File: src/hw/rtl/npcs_pkg.sv
// ----------------------------------------------------------------------------
// npcs_pkg: nearest palette color search package
// Shared widths, limits and the item types that move along the cell chain.
// ----------------------------------------------------------------------------
package npcs_pkg;

  localparam int unsigned ColorW      = 8;   // one color component
  localparam int unsigned SqW         = 16;  // square of a component difference
  localparam int unsigned DistW       = 18;  // sum of three squares, max 195075
  localparam int unsigned IdxFieldW   = 7;   // entry_index / nearest_index ports
  localparam int unsigned EntryW      = 8;   // index carried in the chain
  localparam int unsigned CbW         = 3;   // color_bits register
  localparam int unsigned MinColorBits = 3;

  // Commands
  localparam logic CmdLoad  = 1'b0;
  localparam logic CmdQuery = 1'b1;

  // One transfer as it moves through the chain (valid travels separately)
  typedef struct packed {
    logic              cmd;
    logic [EntryW-1:0] entry;
    logic [ColorW-1:0] red;
    logic [ColorW-1:0] green;
    logic [ColorW-1:0] blue;
  } item_t;

  // Running best match of a query
  typedef struct packed {
    logic [EntryW-1:0] idx;
    logic [DistW-1:0]  distance;
  } best_t;

  function automatic logic [SqW-1:0] sq_diff(input logic [ColorW-1:0] a,
                                             input logic [ColorW-1:0] b);
    logic [ColorW-1:0] d;
    d = (a > b) ? (a - b) : (b - a);
    return SqW'(d) * SqW'(d);
  endfunction

endpackage

File: src/hw/rtl/npcs_cell.sv
// ----------------------------------------------------------------------------
// npcs_cell: one palette entry cell
// Holds one entry. Stage A squares the component differences, stage B sums
// them and updates the running best match of a passing query.
// ----------------------------------------------------------------------------
module npcs_cell #(
  parameter int unsigned IdxW    = 7,
  parameter int unsigned CellIdx = 0
) (
  input  logic                  clk_i,
  input  logic                  rst_ni,
  input  logic                  adv_i,    // whole chain moves
  input  logic                  en_i,     // entry inside searched range
  input  logic                  vld_i,
  input  npcs_pkg::item_t       item_i,
  input  npcs_pkg::best_t       best_i,
  output logic                  vld_o,
  output npcs_pkg::item_t       item_o,
  output npcs_pkg::best_t       best_o
);

  logic [3*npcs_pkg::ColorW-1:0] entry_q;

  logic                         a_vld_q;
  npcs_pkg::item_t              a_item_q;
  npcs_pkg::best_t              a_best_q;
  logic [npcs_pkg::SqW-1:0]     sq_r_q, sq_g_q, sq_b_q;

  logic                         b_vld_q;
  npcs_pkg::item_t              b_item_q;
  npcs_pkg::best_t              b_best_q, b_best_d;
  logic [npcs_pkg::DistW-1:0]   dist_sum;

  logic wr_hit;
  assign wr_hit = vld_i && (item_i.cmd == npcs_pkg::CmdLoad) &&
                  (item_i.entry[IdxW-1:0] == IdxW'(CellIdx));

  // Entry store, undefined until written
  always_ff @(posedge clk_i) begin
    if (adv_i && wr_hit) begin
      entry_q <= {item_i.red, item_i.green, item_i.blue};
    end
  end

  // Stage A: squares
  always_ff @(posedge clk_i or negedge rst_ni) begin
    if (!rst_ni) begin
      a_vld_q <= 1'b0;
    end else if (adv_i) begin
      a_vld_q <= vld_i;
    end
  end

  always_ff @(posedge clk_i) begin
    if (adv_i) begin
      a_item_q <= item_i;
      a_best_q <= best_i;
      sq_r_q   <= npcs_pkg::sq_diff(entry_q[23:16], item_i.red);
      sq_g_q   <= npcs_pkg::sq_diff(entry_q[15:8],  item_i.green);
      sq_b_q   <= npcs_pkg::sq_diff(entry_q[7:0],   item_i.blue);
    end
  end

  // Stage B: sum and compare; the first cell always takes the lead
  assign dist_sum = npcs_pkg::DistW'(sq_r_q) + npcs_pkg::DistW'(sq_g_q) +
                    npcs_pkg::DistW'(sq_b_q);

  always_comb begin
    b_best_d = a_best_q;
    if (a_item_q.cmd == npcs_pkg::CmdQuery && en_i) begin
      if (CellIdx == 0 || dist_sum < a_best_q.distance) begin
        b_best_d.idx      = npcs_pkg::EntryW'(CellIdx);
        b_best_d.distance = dist_sum;
      end
    end
  end

  always_ff @(posedge clk_i or negedge rst_ni) begin
    if (!rst_ni) begin
      b_vld_q <= 1'b0;
    end else if (adv_i) begin
      b_vld_q <= a_vld_q;
    end
  end

  always_ff @(posedge clk_i) begin
    if (adv_i) begin
      b_item_q <= a_item_q;
      b_best_q <= b_best_d;
    end
  end

  assign vld_o  = b_vld_q;
  assign item_o = b_item_q;
  assign best_o = b_best_q;

endmodule

File: config.mk
export PLATFORM = sky130hd
export DESIGN_NAME = npcs_cell
export DESIGN_NICKNAME = d
export VERILOG_FILES = /design/src/hw/rtl/npcs_pkg.sv /design/src/hw/rtl/npcs_cell.sv
export SDC_FILE = /design/constraint.sdc
export NUM_CORES = 1
export LEC_CHECK = 0
export BUFFER_PORTS_ARGS = -buffer_cell sky130_fd_sc_hd__clkbuf_2
export CAP_MARGIN = 20
export CORE_ASPECT_RATIO = 2
export CORE_MARGIN = 2
export CORE_UTILIZATION = 34
export CTS_BUF_LIST = sky130_fd_sc_hd__clkbuf_16
export CTS_CLUSTER_SIZE = 30
export DETAILED_ROUTE_END_ITERATION = 6
export SLEW_MARGIN = 20
export SYNTH_ARGS = -nofsm -noshare
export SYNTH_HDL_FRONTEND = slang
export SYNTH_SLANG_ARGS = --single-unit
File: constraint.sdc
create_clock -name clk_i -period 8.5 [get_ports clk_i]
set_input_delay 0.425 -clock clk_i [delete_from_list [all_inputs] [get_ports clk_i]]
set_output_delay 0.425 -clock clk_i [all_outputs]
set_load 0.02 [all_outputs]
# After elaboration in Yosys (flattened, before gate mapping)
# Cells that the tools add are included.
[totals] elab_cells=44 reg_bits=192 input_bits=64
[op_classes] n_lt_le_gt_ge=3 n_addsub=8 n_bitwise=1 muxes=4 reduce_logical=5 n_mul=3
[ops] cell="$mul A8 B8 Y16" n=3
[ops] cell="$sub A8 B8 Y8" n=6
[ops] cell="$gt A8 B8 Y1" n=3
[ops] cell="$mux W8" n=3
[ops] cell="$add A17 B16 Y18" n=1
[ops] cell="$mux W18" n=1
[ops] cell="$add A16 B16 Y17" n=1
[ops] cell="$logic_not A7 Y1" n=1
[ops] cell="$logic_and A1 B1 Y1" n=4
[ops] cell="$not A1 Y1" n=1

# Logic depth before layout (Yosys ltp)
# Gate-level depths: netlist of the first run.
[depth] depth_word=4 depth_mapped=28

# Worst setup path after synthesis of the first run
# OpenSTA, ideal clock, no wires.
[synth_timing] path_type="flip-flop to flip-flop" start="register entry_q[8] in the netlist's numbering" end="register sq_g_q[13] in the netlist's numbering (data pin)" setup_ns=0.258 path_buffers=1 arrival_time_ns=6.020 synth_period_minus_slack_ns=6.277 path_stages_with_launch=27 required_ns=8.242 path_slack_ns=2.223 cell_sequence="edfxtp_1 -> inv_1 -> ha_1 -> inv_1 -> fa_1 -> a21o_1 -> a221o_1 -> o31a_1 -> buf_6 -> mux2i_1 -> xor2_2 -> or2_1 -> inv_1 -> fa_1 -> fa_1 -> ha_1 -> inv_1 -> fa_1 -> inv_1 -> ha_1 -> a21o_1 -> a21oi_1 -> o21bai_1 -> a2111o_1 -> a31o_2 -> a21oi_1 -> xnor2_1"
[synth_between] elab_chain_cells=3 elab_cells_between_ends=5 classes_between="add/sub: 2; mul: 1; order compare: 1; mux: 1"
[synth_lines] element="start, declared" line="npcs_cell.sv:22" rtl="logic [3*npcs_pkg::ColorW-1:0] entry_q;"
[synth_lines] element="start signal, assigned" line="npcs_cell.sv:41" rtl="entry_q <= {item_i.red, item_i.green, item_i.blue};"
[synth_lines] element="$sub A8 B8 Y8 / $gt A8 B8 Y1 (equally long branches)" line="npcs_pkg.sv:37" rtl="d = (a > b) ? (a - b) : (b - a);"
[synth_lines] element="$mux W8 *" line="npcs_pkg.sv:37"
[synth_lines] element="$mul A8 B8 Y16 *" line="npcs_pkg.sv:38" rtl="return SqW'(d) * SqW'(d);"
[synth_lines] element="end signal, assigned" line="npcs_cell.sv:59" rtl="sq_g_q <= npcs_pkg::sq_diff(entry_q[15:8], item_i.green);"
[synth_lines] element="end, declared" line="npcs_cell.sv:27" rtl="logic [npcs_pkg::SqW-1:0] sq_r_q, sq_g_q, sq_b_q;"
# Mark *: on every way between the ends. The rest lies on a longest branch, timed or not.
# A chain may end at the register's enable or synchronous reset.

# Worst setup path after layout of the first run
# Ends and elaborated chain as after synthesis.

==> results of run 1 <==
metal layers:
metal,GRT usage,vias to the layer above
li1,-,4288
met1,0.1613,4078
met2,0.2111,171
met3,0.02171,28
met4,0.04755,0
met5,0,-
metrics by stage:
stage / instance area (um2) / power, W / worst slack [ps] / utilization / std cells
6_report: 15530 / 0.005556 / 1724 / 0.3887 / 1859
5_1_grt: 15530 / 0.006160 / 1260 / 0.3887 / 1859
4_1_cts: 15530 / 0.005651 / 1673 / 0.3887 / 1859
3_5_place_dp: 14920 / 0.004813 / 1553 / 0.3735 / 1826
3_3_place_gp: 14920 / 0.004782 / 1668 / 0.3735 / 1826
2_1_floorplan: 13710 / 0.004095 / 2223 / - / 1189
area by class of cell:
cell class,instances,area share
well taps,530,0.04271
multi-input cells,773,0.4611
clock buffers,17,0.02740
inverters,206,0.04980
repair buffers,129,0.04311
flip-flops and latches,189,0.3649
clock inverters,15,0.01096
power by group through the flow:
stage	Clock (W)	Sequential, W	Combinational, W
3_5_place_dp	0	0.00144	0.00338
2_1_floorplan	0	0.00146	0.00263
4_1_cts	0.000840	0.00142	0.00339
6_report	0.000806	0.00141	0.00334
3_3_place_gp	0	0.00144	0.00335
5_1_grt	0.000870	0.00143	0.00386
cell usage after synthesis (3+ instances only):
| master | n | area (um2) |
|---|---|---|
| xnor2_1 | 51 | 446.7 |
| and2_1 | 13 | 81.33 |
| nor2_1 | 87 | 326.6 |
| o21ai_0 | 33 | 165.2 |
| a2111o_1 | 6 | 67.56 |
| nand3b_1 | 3 | 22.52 |
| edfxtp_1 | 187 | 5615 |
| a21o_1 | 29 | 217.7 |
| and3_1 | 7 | 43.79 |
| clkbuf_1 | 13 | 48.80 |
| ha_1 | 149 | 1864 |
| nand4_1 | 11 | 68.82 |
| o21bai_1 | 14 | 105.1 |
| o211ai_1 | 3 | 22.52 |
| or2_2 | 10 | 62.56 |
| nor2b_1 | 10 | 62.56 |
| a31o_2 | 6 | 52.55 |
| buf_6 | 3 | 33.78 |
| nand2b_1 | 8 | 50.05 |
| or3_1 | 3 | 18.77 |
| xor2_1 | 22 | 192.7 |
| or2_1 | 4 | 25.02 |
| mux2i_1 | 14 | 140.1 |
| fa_1 | 97 | 1942 |
| inv_1 | 205 | 769.5 |
| buf_2 | 5 | 25.02 |
| xor2_2 | 3 | 48.80 |
| nand2_1 | 44 | 165.2 |
| mux2_2 | 3 | 33.78 |
| nand3_1 | 10 | 50.05 |
| nor3_1 | 16 | 80.08 |
| o21a_1 | 13 | 97.59 |
| a21oi_1 | 55 | 275.3 |
repair_timing:
item / CTS / global route
endpoints found under the hold margin: 2 / 0
buffers inserted: 0 / 0
hold buffers: 1 / 0
final timing paths:
kind | slack, ps | cells after the start | endpoint
min in group asynchronous | 290 | 2 | a_vld_q$_DFFE_PN0P_
min reg2reg | 410 | 0 | item_o[29]$_DFFE_PP_
max | 1720 | 24 | sq_g_q[13]$_DFFE_PP_
min | 150 | 1 | a_best_q[21]$_DFFE_PP_
max in group asynchronous | 8120 | 2 | vld_o$_DFFE_PN0P_
max reg2reg | 1720 | 24 | sq_g_q[13]$_DFFE_PP_
state kept, by name, indices dropped and copies added, names as in the netlist:
name,flops
a_item_q,33
a_vld_q,1
a_best_q,26
entry_q,24
best_o,26
sq_b_q,15
vld_o,1
item_o,33
sq_g_q,15
sq_r_q,15
logic make-up (layout without fill, tap and decap cells):
| logic type | after synthesis | count (layout) | share of synthesized area |
|---|---|---|---|
| AO/OA/AOI/OAI | 192 | 192 | 0.09509 |
| XOR/XNOR | 76 | 76 | 0.05024 |
| adder cells (fa/ha/maj) | 246 | 246 | 0.2779 |
| buffers and inverters | 227 | 367 | 0.06430 |
| flip-flops | 189 | 189 | 0.4136 |
| multiplexers | 19 | 19 | 0.01471 |
| other | 1 | 3 | 0.0002738 |
| AND/OR/NAND/NOR | 237 | 237 | 0.08394 |
worst max-delay path, stage by stage, from the launching register on:
cell	delay [ps]
edfxtp_1	390
inv_1	70
ha_1	150
inv_1	50
fa_1	390
a21o_1	220
a221o_1	330
o31a_1	420
mux2i_1	190
xnor2_1	640
nor2_1	170
fa_1	460
fa_1	490
ha_1	280
inv_1	40
fa_1	470
inv_1	40
ha_1	300
a21o_1	190
a21oi_1	210
o21bai_1	120
a2111o_1	440
a31o_2	230
a21oi_1	170
xnor2_1	80
==> flow_metrics.env, run 1 <==
export IMPL_status="finished, final reports clean"
export IMPL_maxUsedRoutingLayer="met4"
export IMPL_port_buffers=123
export IMPL_cts_tree="yes"
export IMPL_rsz0062_at_grt="no"
export IMPL_critPathLaunchType="flip-flop"
export IMPL_max_freq_ghz=0.1476
export IMPL_worstMarginPinSlew_ps=935.5
export IMPL_ir_drop_mv=0.2230
export IMPL_critPathMaxFanout=9
export IMPL_grt_max_degree=65
export IMPL_synth_area_per_cell_um2=11.54
export IMPL_drive_gt1_frac=0.1467
export IMPL_critPathLaunch="entry_q[8]$_DFFE_PP_"
export IMPL_grt_first_pass_wirelength_um=41900
export IMPL_grt_pass1_vias=8608
export IMPL_drc=0
export IMPL_hp_start="best_i[21]"
export IMPL_relSlewSlack=0.3585
export IMPL_die_w_um=145.9
export IMPL_ys_warn_count=0
export IMPL_maxCapViolCount=0
export IMPL_cp_arrival_ps=6980
export IMPL_die_y_um=287.9
export IMPL_p_seq_frac=0.254
export IMPL_synth_seq_cells=189
export IMPL_met1Wirelength_um=11530
export IMPL_placementRows=104
export IMPL_via_count=8565
export IMPL_antenna_found_initial=0
export IMPL_syn2layout_area_growth_pct=13.34
export IMPL_finalSetupViolCount=0
export IMPL_period_needed_ps=6776
export IMPL_cts_max_level=4
export IMPL_p_switching_w=0.002354
export IMPL_final_cell_mix="inv_1, edfxtp_1, ha_1"
export IMPL_dr_wl_met3_um=986
export IMPL_via_per_inst=4.607
export IMPL_fin_tns_setup_ps=0
export IMPL_clock_skew_final_ps=8.486
export IMPL_power_frac_clock=0.145
export IMPL_grt_overflow_total=0
export IMPL_multi_input_comb_area_mm2=0.007159
export IMPL_dp_hpwl_um=19480
export IMPL_end_kind="flip-flop"
export IMPL_seq_area_frac_synth=0.4136
export IMPL_synth_edf_count=187
export IMPL_layout_cells_most_common="inv_1"
export IMPL_cts_reportedPaths_clkPinSlew_ps=80
export IMPL_p_int_w=0.003203
export IMPL_swShare=0.4236
export IMPL_dieArea_mm2=0.04201
export IMPL_start_util=0.3429
export IMPL_crit_type="flip-flop to flip-flop"
export IMPL_p_per_area_mw_per_mm2=357.9
export IMPL_hold_viol_final=0
export IMPL_yosysUniqueCellTypes=69
export IMPL_worstPathRequired_ps=8710
export IMPL_regArea_mm2=0.005665
export IMPL_whs_ps=145.5
export IMPL_drv_slew=0
export IMPL_numClockSinks=189
export IMPL_root_buffer="clkbuf_16"
export IMPL_cts_resized_gates=0
export IMPL_io_pins=124
export IMPL_gp_congestion=0.8400
export IMPL_drt_iter0_drc=456
export IMPL_route_met2_wl_um=11990
export IMPL_combPwrFrac=0.601
export IMPL_worstReg2RegStart="entry_q[8]$_DFFE_PP_"
export IMPL_wirelength_um=25060
export IMPL_hold_path_class="input port to flip-flop"
export IMPL_period_share=0.7972
export IMPL_syn_inst=1187
export IMPL_drtPass1Iterations=7
export IMPL_wl_per_cell_um=13.48
export IMPL_synthFlopType="edfxtp_1"
export IMPL_grt_usage=0.1254
export IMPL_core_area_mm2=0.03995
export IMPL_nets=1626
export IMPL_cts_max_path_buffers=2
export IMPL_postRouteAntennaNets=0
export IMPL_diodes=0
export IMPL_power_leakage_nw=7.152
export IMPL_cts_made_buffers=17
export IMPL_nFillCells=3932
export IMPL_synthArstFlopShare=0.01058
export IMPL_netlist_area_mm2=0.01370
export IMPL_clk_latency_ps=450
Power figures use the tool's default switching activity.
==> inputs of run 2 (changes only) <==
- clock period: 8.5 -> 6.1 ns (I/O delays scaled with it)
==> flow_metrics.env, run 2 (synthesized netlist as in run 1, its figures left out) <==
export IMPL_total_power_w=0.009165
export IMPL_grt_max_degree=78
export IMPL_port_buffers=123
export IMPL_root_buffer="clkbuf_16"
export IMPL_cts_made_buffers=17
export IMPL_violations="negative setup slack"
export IMPL_diodes=0
export IMPL_reg2reg_depth=24
export IMPL_layout_cells_most_common="buf_4"
export IMPL_numPlacedInstances=2010
export IMPL_whs_endpoint="a_best_q[9]$_DFFE_PP_"
export IMPL_multi_input_comb_area_mm2=0.008095
export IMPL_wl_per_cell_um=13.42
export IMPL_grt_overflow_total=0
export IMPL_critPathMaxFanout=4
export IMPL_critPathLaunchType="flip-flop"
export IMPL_antenna_found_initial=0
export IMPL_drc=0
export IMPL_drv_slew=0
export IMPL_hold_path_class="input port to flip-flop"
export IMPL_nFillCells=3741
export IMPL_drt_iter0_drc=386
export IMPL_crit_type="flip-flop to flip-flop"
export IMPL_dp_slack_ps=-375.8
export IMPL_cts_max_path_buffers=2
export IMPL_regArea_mm2=0.005665
export IMPL_layout_setup_ws_ps=-101.5
export IMPL_dp_hpwl_um=21290
export IMPL_ff2ff_setup_slack_ps=-100
export IMPL_finalNonFillerCells=2088
export IMPL_hold_viol_final=0
export IMPL_gp_congestion=0.8273
export IMPL_placementRows=104
export IMPL_status="complete, but fails checks"
export IMPL_drive_gt1_frac=0.3659
export IMPL_numClockSinks=189
export IMPL_max_freq_ghz=0.1613
export IMPL_core_area_mm2=0.03995
export IMPL_syn2layout_area_growth_pct=33.12
export IMPL_cts_reportedPaths_clkPinSlew_ps=70
export IMPL_period_needed_ps=6201
export IMPL_worstPathRequired_ps=6300
export IMPL_cts_tree="yes"
export IMPL_r2r_end="sq_g_q[12]$_DFFE_PP_"
export IMPL_cp_arrival_ps=6400
export IMPL_cp_cell_sequence="inv_1 > ha_2 > inv_2 > fa_2 > a21o_1 > a221o_1 > o31a_4 > buf_12 > nor4b_4 > or3_4 > and2_4 > nand2b_4 > fa_1 > inv_2 > fa_2 > fa_1 > inv_1 > fa_2 > inv_2 > ha_4 > a2111o_1 > a31o_2 > a21oi_2 > xnor2_1"
export IMPL_clock_skew_final_ps=13.52
export IMPL_fin_tns_setup_ps=-189.8
export IMPL_grt_first_pass_wirelength_um=46230
export IMPL_p_per_area_mw_per_mm2=502.6
export IMPL_final_cell_mix="buf_4, edfxtp_1, inv_1"
export IMPL_period_share=1.017
export IMPL_slowest_delay_ps=550
export IMPL_critical_path_slowest_cell="fa_1"
export IMPL_end_kind="flip-flop"
export IMPL_via_count=9364
export IMPL_hp_start="best_i[9]"
export IMPL_postRouteAntennaNets=0
export IMPL_worstMarginPinSlew_ps=990.1
export IMPL_dieArea_mm2=0.04201
export IMPL_finalSetupViolCount=3
export IMPL_grt_pass1_vias=9735
export IMPL_via_per_inst=4.485
export IMPL_nets=1855
export IMPL_ir_drop_mv=0.3875
export IMPL_wirelength_um=28020
export IMPL_grt_usage=0.1365
export IMPL_die_y_um=287.9
export IMPL_worstReg2RegStart="entry_q[8]$_DFFE_PP_"
export IMPL_maxCapViolCount=0
export IMPL_whs_ps=30.43
export IMPL_cts_max_level=4
export IMPL_power_leakage_nw=8.394
export IMPL_rsz0062_at_grt="yes"
export IMPL_io_pins=124
export IMPL_whs_path_depth=1
export IMPL_start_util=0.3429
export IMPL_die_w_um=145.9
export IMPL_clk_latency_ps=450
export IMPL_relSlewSlack=0.3399
export IMPL_drtPass1Iterations=4
run 2: changes by cell type in the layout (fill, tap and decap cells not counted), moves of 11 or more:
cell	before	now
buf_4	5	217
ha_1	149	125
inv_1	205	181
inv_2	1	25
nor2_1	87	64
a21oi_1	55	37
ha_4	0	17
a21oi_2	1	17
nor2_2	2	15
buf_6	1	13
fa_1	97	86
fa_2	0	11
run 2: worst max-delay path: cells and delay by family (launching register included):
family                     cells  cell delay (ps)
xor gates and xnor gates       1               70
DFF                            1              390
AOI/OAI and AO/OA              6             1600
and+or+nand+nor                4              810
buffers and inverters          6              390
adders and majority gates      7             2660
run 2: worst max-delay path by stage:
stage	slack, ps	depth (start not counted)	end	startpoint
after floorplan	-30	26	sq_g_q[13]$_DFFE_PP_	entry_q[8]$_DFFE_PP_
after global placement	-270	25	sq_g_q[13]$_DFFE_PP_	item_i[8]
after detailed placement	-380	25	sq_g_q[13]$_DFFE_PP_	entry_q[8]$_DFFE_PP_
after CTS	-140	25	sq_g_q[13]$_DFFE_PP_	entry_q[8]$_DFFE_PP_
after global routing	-340	26	sq_g_q[13]$_DFFE_PP_	entry_q[8]$_DFFE_PP_
final	-100	24	sq_g_q[12]$_DFFE_PP_	entry_q[8]$_DFFE_PP_
run 2: layer usage:
| layer | GRT usage | part of all wire | vias to the layer above |
|---|---|---|---|
| met5 | 0 | 0 | - |
| met4 | 0.03725 | 0.016 | 0 |
| met3 | 0.02583 | 0.031 | 25 |
| li1 | - | - | 4754 |
| met1 | 0.1722 | 0.45 | 4434 |
| met2 | 0.2390 | 0.50 | 151 |
run 2: cell type report:
class / instances / area share
Sequential cell: 189 / 0.3107
Tap cell: 530 / 0.03637
Timing Repair Buffer: 358 / 0.1358
Clock buffer: 17 / 0.02333
Multi-Input combinational cell: 773 / 0.4439
Clock inverter: 15 / 0.007342
Inverter: 206 / 0.04254
run 2: power by group:
group | total, W | switching [W] | internal (W)
registers | 0.00197 | 0.000109 | 0.00186
clock network | 0.00108 | 0.000543 | 0.000538
logic | 0.00612 | 0.00306 | 0.00306
total | 0.00917 | 0.00371 | 0.00546
run 2: timing repair:
item	in CTS	in global routing
gates resized for setup	79	124
hold buffers	3	0
endpoints found under the hold margin	4	0
pin swaps	70	94
buffers inserted	21	22
setup endpoints to repair	15	20
cloned	0	0
run 2: stage by stage:
stage | util | instance area [um2]
2_1_floorplan | - | 13770
3_3_place_gp | 0.4095 | 16360
3_5_place_dp | 0.4095 | 16360
4_1_cts | 0.4367 | 17450
5_1_grt | 0.4565 | 18240
6_report | 0.4565 | 18240
